### src/pic2cm_pkg.sv
// Types and constants shared by the icon cursor mask block.
`timescale 1ns / 1ps
`default_nettype none

package pic2cm_pkg;

   localparam int PIXELS_PER_BEAT = 8;
   localparam int PIXEL_W         = 8;
   localparam int DEST_ROW_W      = 5;
   localparam int DEST_BYTE_W     = 2;
   localparam int HOT_X_W         = 6;
   localparam int HOT_Y_W         = 5;
   localparam int HOT_IDX_W       = 3;
   localparam int CSR_ADDR_W      = 5;
   localparam int CSR_DATA_W      = 32;

   // Register reset values
   localparam logic [7:0] BACKGROUND_COLOR_RST = 8'd0;
   localparam logic [7:0] WHITE_START_RST      = 8'd240;
   localparam logic [8:0] STANDARD_COLORS_RST  = 9'd256;
   localparam logic [7:0] YELLOW_CENTER_RST    = 8'd96;
   localparam logic [7:0] BLUE_CENTER_RST      = 8'd160;
   localparam logic [7:0] RESERVED_COLORS_RST  = 8'd16;

   // Register word index (byte address / 4)
   typedef enum logic [2:0] {
      REG_BACKGROUND_COLOR = 3'd0,
      REG_WHITE_START      = 3'd1,
      REG_STANDARD_COLORS  = 3'd2,
      REG_YELLOW_CENTER    = 3'd3,
      REG_BLUE_CENTER      = 3'd4,
      REG_RESERVED_COLORS  = 3'd5
   } reg_index_type;

   typedef struct packed {
      logic [7:0] pixel_0;
      logic [7:0] pixel_1;
      logic [7:0] pixel_2;
      logic [7:0] pixel_3;
      logic [7:0] pixel_4;
      logic [7:0] pixel_5;
      logic [7:0] pixel_6;
      logic [7:0] pixel_7;
   } req_type;

   typedef struct packed {
      logic [7:0]             and_mask_byte;
      logic [7:0]             xor_mask_byte;
      logic [DEST_ROW_W-1:0]  dest_row;
      logic [DEST_BYTE_W-1:0] dest_byte;
      logic [HOT_X_W-1:0]     hot_x;
      logic [HOT_Y_W-1:0]     hot_y;
      logic                   image_done;
   } rsp_type;

   typedef struct packed {
      logic [7:0] background_color;
      logic [7:0] white_start;
      logic [8:0] standard_colors;
      logic [7:0] yellow_center;
      logic [7:0] blue_center;
      logic [7:0] reserved_colors;
   } cfg_type;

endpackage

`default_nettype wire

### src/pic2cm_classify.sv
// Per-pixel palette classification of one eight-pixel beat into mask bits.
`timescale 1ns / 1ps
`default_nettype none

module pic2cm_classify
   import pic2cm_pkg::*;
#(
   parameter int LEVEL_STEP = 16
) (
   input  cfg_type                cfg,
   input  req_type                pixels,
   output logic [7:0]             and_mask,
   output logic [7:0]             xor_mask,
   output logic                   hot_hit,
   output logic [HOT_IDX_W-1:0]   hot_idx
);

   localparam logic signed [10:0] LEV = 11'(LEVEL_STEP);

   // Stripe pattern of the shaded levels: low half of each level step is lit
   logic [255:0] stripe_lut;

   for (genvar g = 0; g < 256; g++) begin : g_stripe
      assign stripe_lut[g] = ((g % LEVEL_STEP) < (LEVEL_STEP / 2));
   end

   // Thresholds, shared by all eight pixels
   logic signed [10:0] white_limit;
   logic signed [10:0] hot_limit;
   logic signed [10:0] invert_limit;
   logic signed [10:0] blue_limit;

   assign white_limit  = $signed({2'b00, cfg.standard_colors}) - LEV;
   assign hot_limit    = $signed({3'b000, cfg.yellow_center}) - LEV;
   assign invert_limit = $signed({3'b000, cfg.yellow_center}) + LEV;
   assign blue_limit   = $signed({3'b000, cfg.blue_center}) - LEV;

   logic [7:0] pix [PIXELS_PER_BEAT];

   assign pix[0] = pixels.pixel_0;
   assign pix[1] = pixels.pixel_1;
   assign pix[2] = pixels.pixel_2;
   assign pix[3] = pixels.pixel_3;
   assign pix[4] = pixels.pixel_4;
   assign pix[5] = pixels.pixel_5;
   assign pix[6] = pixels.pixel_6;
   assign pix[7] = pixels.pixel_7;

   // Classify each pixel; the last hot pixel in the beat wins
   always_comb begin
      logic signed [10:0] cs;
      logic [8:0]         diff;
      logic               stripe;
      logic               hot;
      and_mask = '1;
      xor_mask = '0;
      hot_hit  = 1'b0;
      hot_idx  = '0;
      for (int p = 0; p < PIXELS_PER_BEAT; p++) begin
         cs     = $signed({3'b000, pix[p]});
         diff   = {1'b0, pix[p]} - {1'b0, cfg.reserved_colors};
         stripe = (pix[p] < cfg.reserved_colors) ? 1'b1 : stripe_lut[diff[7:0]];
         hot    = 1'b0;
         if (pix[p] == cfg.background_color) begin
            and_mask[7-p] = 1'b1;
         end else if (pix[p] >= cfg.white_start) begin
            and_mask[7-p] = 1'b0;
            xor_mask[7-p] = (cs < white_limit);
         end else begin
            hot = (cs >= hot_limit);
            if (cs <= invert_limit) begin
               xor_mask[7-p] = 1'b1;
            end else if (cs < blue_limit) begin
               and_mask[7-p] = 1'b0;
               xor_mask[7-p] = stripe;
            end
         end
         if (hot) begin
            hot_hit = 1'b1;
            hot_idx = HOT_IDX_W'(p);
         end
      end
   end

endmodule

`default_nettype wire

### src/palette_icon_to_cursor_masks.sv
// Top level: palette icon beats in, cursor AND/XOR mask bytes and hot spot out.
//
//   channel | direction | handshake         | beat
//   req     | in        | req_valid/stall   | eight pixel palette indices
//   rsp     | out       | rsp_valid/stall   | mask bytes, position, hot spot
//   csr     | in/out    | APB psel/penable  | six 32-bit registers at 4*i
//
// One beat per clock cycle sustained while rsp is not stalled; an accepted beat
// is loaded into the input register, then into the result register, which
// offers it on rsp.
// Reset is synchronous; there is no clear pass.
// A stall on rsp holds the result register; req stalls only when both the
// input and result registers are full.
`timescale 1ns / 1ps
`default_nettype none

module palette_icon_to_cursor_masks
   import pic2cm_pkg::*;
#(
   parameter int ICON_SIDE  = 32,
   parameter int LEVEL_STEP = 16
) (
   input  logic                  clock,
   input  logic                  reset,
   input  logic                  req_valid,
   output logic                  req_stall,
   input  req_type               req_data,
   output logic                  rsp_valid,
   input  logic                  rsp_stall,
   output rsp_type               rsp_data,
   input  logic                  psel,
   input  logic                  penable,
   input  logic                  pwrite,
   input  logic [CSR_ADDR_W-1:0] paddr,
   input  logic [CSR_DATA_W-1:0] pwdata,
   output logic [CSR_DATA_W-1:0] prdata,
   output logic                  pready
);

   localparam int BYTES_PER_ROW = ICON_SIDE / 8;
   localparam int BW            = (BYTES_PER_ROW > 1) ? $clog2(BYTES_PER_ROW) : 1;
   localparam int RW            = $clog2(ICON_SIDE);
   localparam int CW            = BW + HOT_IDX_W + 1;
   localparam logic [BW-1:0]      LAST_BYTE = BW'(BYTES_PER_ROW - 1);
   localparam logic [RW-1:0]      TOP_ROW   = RW'(ICON_SIDE - 1);
   localparam logic [HOT_X_W-1:0] CENTER_X  = HOT_X_W'(ICON_SIDE / 2);
   localparam logic [HOT_Y_W-1:0] CENTER_Y  = HOT_Y_W'(ICON_SIDE / 2);

   // Registers
   cfg_type              cfg_ff, cfg_in;
   logic                 in_valid_ff, in_valid_in;
   req_type              in_data_ff, in_data_in;
   logic                 rsp_valid_ff, rsp_valid_in;
   rsp_type              rsp_data_ff, rsp_data_in;
   logic [BW-1:0]        byte_idx_ff, byte_idx_in;
   logic [RW-1:0]        dest_row_ff, dest_row_in;
   logic [HOT_X_W-1:0]   hot_x_ff, hot_x_in;
   logic [HOT_Y_W-1:0]   hot_y_ff, hot_y_in;

   // Classification of the beat held in the input register
   logic [7:0]           and_mask;
   logic [7:0]           xor_mask;
   logic                 hot_hit;
   logic [HOT_IDX_W-1:0] hot_idx;

   pic2cm_classify #(
      .LEVEL_STEP(LEVEL_STEP)
   ) u_classify (
      .cfg      (cfg_ff),
      .pixels   (in_data_ff),
      .and_mask (and_mask),
      .xor_mask (xor_mask),
      .hot_hit  (hot_hit),
      .hot_idx  (hot_idx)
   );

   // Handshake: each stage loads when its downstream side is free
   logic out_free;
   logic in_free;
   logic advance;
   logic csr_write;

   assign out_free  = !rsp_valid_ff || !rsp_stall;
   assign in_free   = !in_valid_ff || out_free;
   assign advance   = in_valid_ff && out_free;
   assign req_stall = !in_free;
   assign rsp_valid = rsp_valid_ff;
   assign rsp_data  = rsp_data_ff;
   assign pready    = 1'b1;
   assign csr_write = psel && penable && pwrite;

   // Register file write decode
   always_comb begin
      cfg_in = cfg_ff;
      if (csr_write) begin
         case (reg_index_type'(paddr[4:2]))
            REG_BACKGROUND_COLOR: cfg_in.background_color = pwdata[7:0];
            REG_WHITE_START:      cfg_in.white_start      = pwdata[7:0];
            REG_STANDARD_COLORS:  cfg_in.standard_colors  = pwdata[8:0];
            REG_YELLOW_CENTER:    cfg_in.yellow_center    = pwdata[7:0];
            REG_BLUE_CENTER:      cfg_in.blue_center      = pwdata[7:0];
            REG_RESERVED_COLORS:  cfg_in.reserved_colors  = pwdata[7:0];
            default: ;
         endcase
      end
   end

   // Register file read back
   always_comb begin
      case (reg_index_type'(paddr[4:2]))
         REG_BACKGROUND_COLOR: prdata = CSR_DATA_W'(cfg_ff.background_color);
         REG_WHITE_START:      prdata = CSR_DATA_W'(cfg_ff.white_start);
         REG_STANDARD_COLORS:  prdata = CSR_DATA_W'(cfg_ff.standard_colors);
         REG_YELLOW_CENTER:    prdata = CSR_DATA_W'(cfg_ff.yellow_center);
         REG_BLUE_CENTER:      prdata = CSR_DATA_W'(cfg_ff.blue_center);
         REG_RESERVED_COLORS:  prdata = CSR_DATA_W'(cfg_ff.reserved_colors);
         default:              prdata = '0;
      endcase
   end

   // Pipeline advance, position counters and hot spot tracking
   always_comb begin
      logic [HOT_X_W-1:0] hot_x_now;
      logic [HOT_Y_W-1:0] hot_y_now;
      logic               done;
      logic [CW-1:0]      column;

      in_valid_in  = in_valid_ff;
      in_data_in   = in_data_ff;
      rsp_valid_in = rsp_valid_ff;
      rsp_data_in  = rsp_data_ff;
      byte_idx_in  = byte_idx_ff;
      dest_row_in  = dest_row_ff;
      hot_x_in     = hot_x_ff;
      hot_y_in     = hot_y_ff;

      column    = {1'b0, byte_idx_ff, hot_idx} + CW'(1);
      hot_x_now = hot_hit ? HOT_X_W'(column) : hot_x_ff;
      hot_y_now = hot_hit ? HOT_Y_W'(dest_row_ff) : hot_y_ff;
      done      = (dest_row_ff == '0) && (byte_idx_ff == LAST_BYTE);

      // Take a new beat into the input register
      if (in_free) begin
         in_valid_in = req_valid;
         if (req_valid) begin
            in_data_in = req_data;
         end
      end

      // Move the classified beat into the result register
      if (out_free) begin
         rsp_valid_in = in_valid_ff;
      end
      if (advance) begin
         rsp_data_in.and_mask_byte = and_mask;
         rsp_data_in.xor_mask_byte = xor_mask;
         rsp_data_in.dest_row      = DEST_ROW_W'(dest_row_ff);
         rsp_data_in.dest_byte     = DEST_BYTE_W'(byte_idx_ff);
         rsp_data_in.hot_x         = hot_x_now;
         rsp_data_in.hot_y         = hot_y_now;
         rsp_data_in.image_done    = done;

         if (byte_idx_ff == LAST_BYTE) begin
            byte_idx_in = '0;
            dest_row_in = done ? TOP_ROW : dest_row_ff - RW'(1);
         end else begin
            byte_idx_in = byte_idx_ff + BW'(1);
         end

         // Recenter the hot spot after the last beat of an image
         hot_x_in = done ? CENTER_X : hot_x_now;
         hot_y_in = done ? CENTER_Y : hot_y_now;
      end
   end

   // Control state
   always_ff @(posedge clock) begin
      if (reset) begin
         cfg_ff.background_color <= BACKGROUND_COLOR_RST;
         cfg_ff.white_start      <= WHITE_START_RST;
         cfg_ff.standard_colors  <= STANDARD_COLORS_RST;
         cfg_ff.yellow_center    <= YELLOW_CENTER_RST;
         cfg_ff.blue_center      <= BLUE_CENTER_RST;
         cfg_ff.reserved_colors  <= RESERVED_COLORS_RST;
         in_valid_ff             <= 1'b0;
         rsp_valid_ff            <= 1'b0;
         byte_idx_ff             <= '0;
         dest_row_ff             <= TOP_ROW;
         hot_x_ff                <= CENTER_X;
         hot_y_ff                <= CENTER_Y;
      end else begin
         cfg_ff       <= cfg_in;
         in_valid_ff  <= in_valid_in;
         rsp_valid_ff <= rsp_valid_in;
         byte_idx_ff  <= byte_idx_in;
         dest_row_ff  <= dest_row_in;
         hot_x_ff     <= hot_x_in;
         hot_y_ff     <= hot_y_in;
      end
   end

   // Payload
   always_ff @(posedge clock) begin
      in_data_ff  <= in_data_in;
      rsp_data_ff <= rsp_data_in;
   end

endmodule

`default_nettype wire

### config.mk
export PLATFORM = sky130hd
export DESIGN_NAME = palette_icon_to_cursor_masks
export DESIGN_NICKNAME = d
export VERILOG_FILES = /design/src/pic2cm_pkg.sv /design/src/pic2cm_classify.sv /design/src/palette_icon_to_cursor_masks.sv
export SDC_FILE = /design/constraint.sdc
export NUM_CORES = 1
export LEC_CHECK = 0
export ABC_AREA = 1
export BUFFER_PORTS_ARGS = -buffer_cell sky130_fd_sc_hd__buf_4
export CAP_MARGIN = 30
export CORE_ASPECT_RATIO = 0.75
export CORE_MARGIN = 1.5
export CORE_UTILIZATION = 43
export CTS_BUF_LIST = sky130_fd_sc_hd__clkbuf_8
export DETAILED_ROUTE_END_ITERATION = 16
export PLACE_DENSITY = 0.61
export SETUP_SLACK_MARGIN = 0.5
export SYNTH_ARGS = -nofsm -noshare
export SYNTH_HDL_FRONTEND = slang
export SYNTH_SLANG_ARGS = --single-unit
### constraint.sdc
create_clock -name clock -period 4.65 [get_ports clock]
set_input_delay 0.2325 -clock clock [delete_from_list [all_inputs] [get_ports clock]]
set_output_delay 0.2325 -clock clock [all_outputs]
set_load 0.005 [all_outputs]
==> reports/metrics.csv <==
stage;metric;value;unit
setup_path;Worst setup EP type;flip-flop;
cells_and_area;Antenna Cells;0;
global_routing;largest net degree at the start of global routing;50;
setup_path;cell repeated most along the worst path;nand2_1;
clock_tree;Post-CTS Setup Inserts;0;
logic_synthesis;Synth Register Bits;168;
sta;Layout Skew;0.0235;ns
setup_path;cell chain of the critical path;inv_1 > ha_1 > a21oi_1 > o21ai_0 > nand2_1 > nand2_1 > a21oi_1 > nand2_1 > nor2_1 > nand2_1 > nand2_1 > nand2_1 > nand2_1 > nand2_1 > nand2_1 > ha_1 > nand2_1 > o21ai_0 > nand3_1 > and2_1;
setup_path;Reg2Reg Depth;20;
route;drt first-iter violations;1541;
sta;Final Hold Violating Endpoints;0;
logic_synthesis;ys async rst share;0;
floorplanning;Top Ports;178;
cells_and_area;net count reported at finish;2372;
place;Placer Congestion;0.922;
sta;final setup vio count;0;
sta;Final min period;3.50;ns
logic_synthesis;Cells after Synth;1746;
setup_path;Startpoint Class;flip-flop;
flow_run;max cap viols;0;
clock_tree;CTS H-tree depth;4;
global_routing;total track usage;0.292;
route;Final ANT Viol Nets;0;
setup_path;worst flop-to-flop path endpoint;rsp_data[10];
route;DR vias/cell;5.63;
sta;total negative slack;0;ns
sta;fmax;286;MHz
sta;Worst-Margin Slew;1.04;ns
floorplanning;Row Count;58;
setup_path;slowest CP cell;inv_1;
power;Pwr per Cell Area;214;nW/µm²
logic_synthesis;Yosys warning total;0;
setup_path;startpoint of the worst-slack reg-to-reg timing path;cfg_ff[36];
clock_tree;clk sinks;168;
setup_path;CP Max Fanout;9;
sta;worst relative slew slack;0.306;
logic_synthesis;Top FF cell, synth;edfxtp_1;
setup_path;CP peak stage delay;0.59;ns
floorplanning;Die Footprint;35300;µm²
floorplanning;Die W;216;µm
floorplanning;initial core utilization;0.437;
clock_tree;Clock Tree Root;clkbuf_8;
setup_path;CP endpoint;rsp_data[10];
sta;Final Worst Setup Slack;1.15;ns
cells_and_area;most common cell after layout, fill and taps aside;ha_1;
place;hpwl dp;35.4;mm
sta;RSZ-0062 raised after global routing;false;
cells_and_area;commonest cells after routing, fill and taps aside;ha_1, nand2_1, a21oi_1;
sta;Slew Limit Fails;0;
place;DP Worst Slack;1.25;ns
floorplanning;chip height;163;µm
clock_tree;post_cts resized;0;
logic_synthesis;ranking of synthesized cells by area;ha_1, edfxtp_1, dfxtp_1, nand2_1, a21oi_1;
cells_and_area;share of layout cells above drive strength 1;0.110;
clock_tree;TritonCTS clock tree;built;
setup_path;Worst Path Required;4.92;ns
logic_synthesis;top cell type's share of synthesized area;0.265;
cells_and_area;Fillers;3202;
global_routing;first-pass GRT wire length;75.6;mm
sta;fraction of the cycle the final worst path needs;0.752;
route;wirelength, routed;51.4;mm
logic_synthesis;Post-synth EDFFs;99;
power;static leakage;0.00795;µW
route;drt first pass iters;6;
setup_path;CP arrival;3.77;ns
global_routing;vias in the first global route;12600;
place;number of port buffers;128;
logic_synthesis;Seq/Total Area, Yosys;0.297;
route;DRC;0;
logic_synthesis;cell accounting for the most synthesized area;ha_1;
floorplanning;core area;33600;µm²
logic_synthesis;post-synth cell types;46;
worst_hold_path;Hold/Removal Path Class;input pin to flip-flop;
clock_tree;Skew-Pair Late Insertion Delay;0.52;ns
setup_path;FF-to-FF setup slack;1.15;ns
global_routing;grt total ovfl;0;
setup_path;worst setup path class;flip-flop to flip-flop;
route;vias;13600;
clock_tree;Reg clk slew, reported paths;0.11;ns
cells_and_area;Area Overhead vs Synth;17.6;%
route;drt wl/cell;21.3;µm
global_routing;initial antenna violation count;0;
setup_path;origin of the worst setup path;cfg_ff[36];
clock_tree;CTS Buffer Depth;2;
clock_tree;CTS Buf Count;17;
outcome;status;finished, final reports clean;
logic_synthesis;area of the mapped netlist;14700;µm²
power;Max IR drop VDD;0.144;mV
logic_synthesis;Synth Area per Inst;8.41;µm²
==> through the flow <==
| stage | utilization | power (µW) | cell area (µm²) | hold WS, ns | cells |
|---|---|---|---|---|---|
| 6_report | 0.514 | 3690 | 17300 | 0.0404 | 2416 |
| 5_1_grt | 0.514 | 3900 | 17300 | 0.00711 | 2416 |
| 4_1_cts | 0.514 | 3700 | 17300 | 0.0124 | 2416 |
| 3_5_place_dp | 0.480 | 2560 | 16100 | 0.412 | 2312 |
| 3_3_place_gp | 0.480 | 2530 | 16100 | 0.411 | 2312 |
| 2_1_floorplan | - | 2280 | 14800 | 0.331 | 1768 |
==> flip-flops by register name, summed over array words and instances, names as in the netlist <==
register,count
cfg_ff,49
in_valid_ff,1
byte_idx_ff,2
rsp_data,35
in_data_ff,64
hot_x_ff,6
rsp_valid,1
dest_row_ff,5
hot_y_ff,5
==> area by class of cell <==
cell class / count / area [µm²] / share of cell area
Clock buffer: 18 / 248 / 0.0144
Clock inverter: 14 / 151 / 0.00877
Inverter: 175 / 657 / 0.0381
Multi-Input combinational cell: 1372 / 9460 / 0.548
Sequential cell: 168 / 4350 / 0.252
Tap cell: 450 / 563 / 0.0326
Timing Repair Buffer: 219 / 1820 / 0.106
==> cells by family (layout without fill, tap and decap cells) <==
logic type	count (synthesis)	count (layout)	share of synthesized area
AND/OR/NAND/NOR	564	564	0.169
AO/OA/AOI/OAI	392	392	0.154
adder cells (fa/ha/maj)	311	311	0.265
buffers and inverters	228	426	0.0669
flip-flops	168	168	0.297
XOR/XNOR	81	81	0.0483
other	2	24	0.000512
==> cells in the mapped netlist (4+ instances only) <==
cell type	n
buf_2	8
o211ai_1	12
a221oi_1	5
clkbuf_1	15
nor3b_1	4
a21oi_1	197
o21a_1	22
inv_1	161
o22ai_1	11
o221ai_1	13
a21boi_0	4
xor2_1	38
inv_2	11
nand3_1	73
nand4_1	42
a21o_1	16
nand2_4	5
buf_4	25
a211oi_1	9
nand2_1	299
ha_1	311
nand3b_1	5
dfxtp_1	69
nor2_1	104
o21ai_0	88
xnor2_1	43
nor3_1	14
nand2_2	8
edfxtp_1	99
o21bai_1	6
==> report_power, final <==
part	internal, µW	switching [µW]	leakage [µW]
Combinational	376	459	0.00627
Sequential	1650	107	0.00148
Clock	419	675	0.000205
Total	2450	1240	0.00795
==> worst min path at each step <==
stage / cells past startpoint / to / from
after global routing: 3 / cfg_ff[8] / pwdata[0]
after CTS: 3 / cfg_ff[0] / pwdata[0]
after floorplan: 0 / in_data_ff[0] / req_data[0]
after detailed placement: 1 / in_data_ff[58] / req_data[58]
final: 3 / rsp_valid / rsp_stall
after global placement: 1 / in_data_ff[0] / req_data[0]
==> layer usage <==
layer / share of wire / global-route usage / routed length [µm]
met1: 0.45 / 0.403 / 22900
met2: 0.43 / 0.449 / 22100
met3: 0.092 / 0.0641 / 4730
met4: 0.032 / 0.102 / 1650
met5: 0 / 0 / 0
==> worst max-delay path, delay by kind of cell, from the launching register on <==
kind	cells	cell delay, ns
AOI/OAI and AO/OA	4	0.77
adders and majority gates	2	0.56
buffers and inverters	1	0.59
DFF	1	0.33
and+or+nand+nor	13	1.00
==> repair_timing <==
item,in CTS,in global routing
hold endpoints to repair,79,0
hold buffers,72,0
endpoints found under the setup margin,0,0
Note: power is estimated with default switching activity, not from simulation.
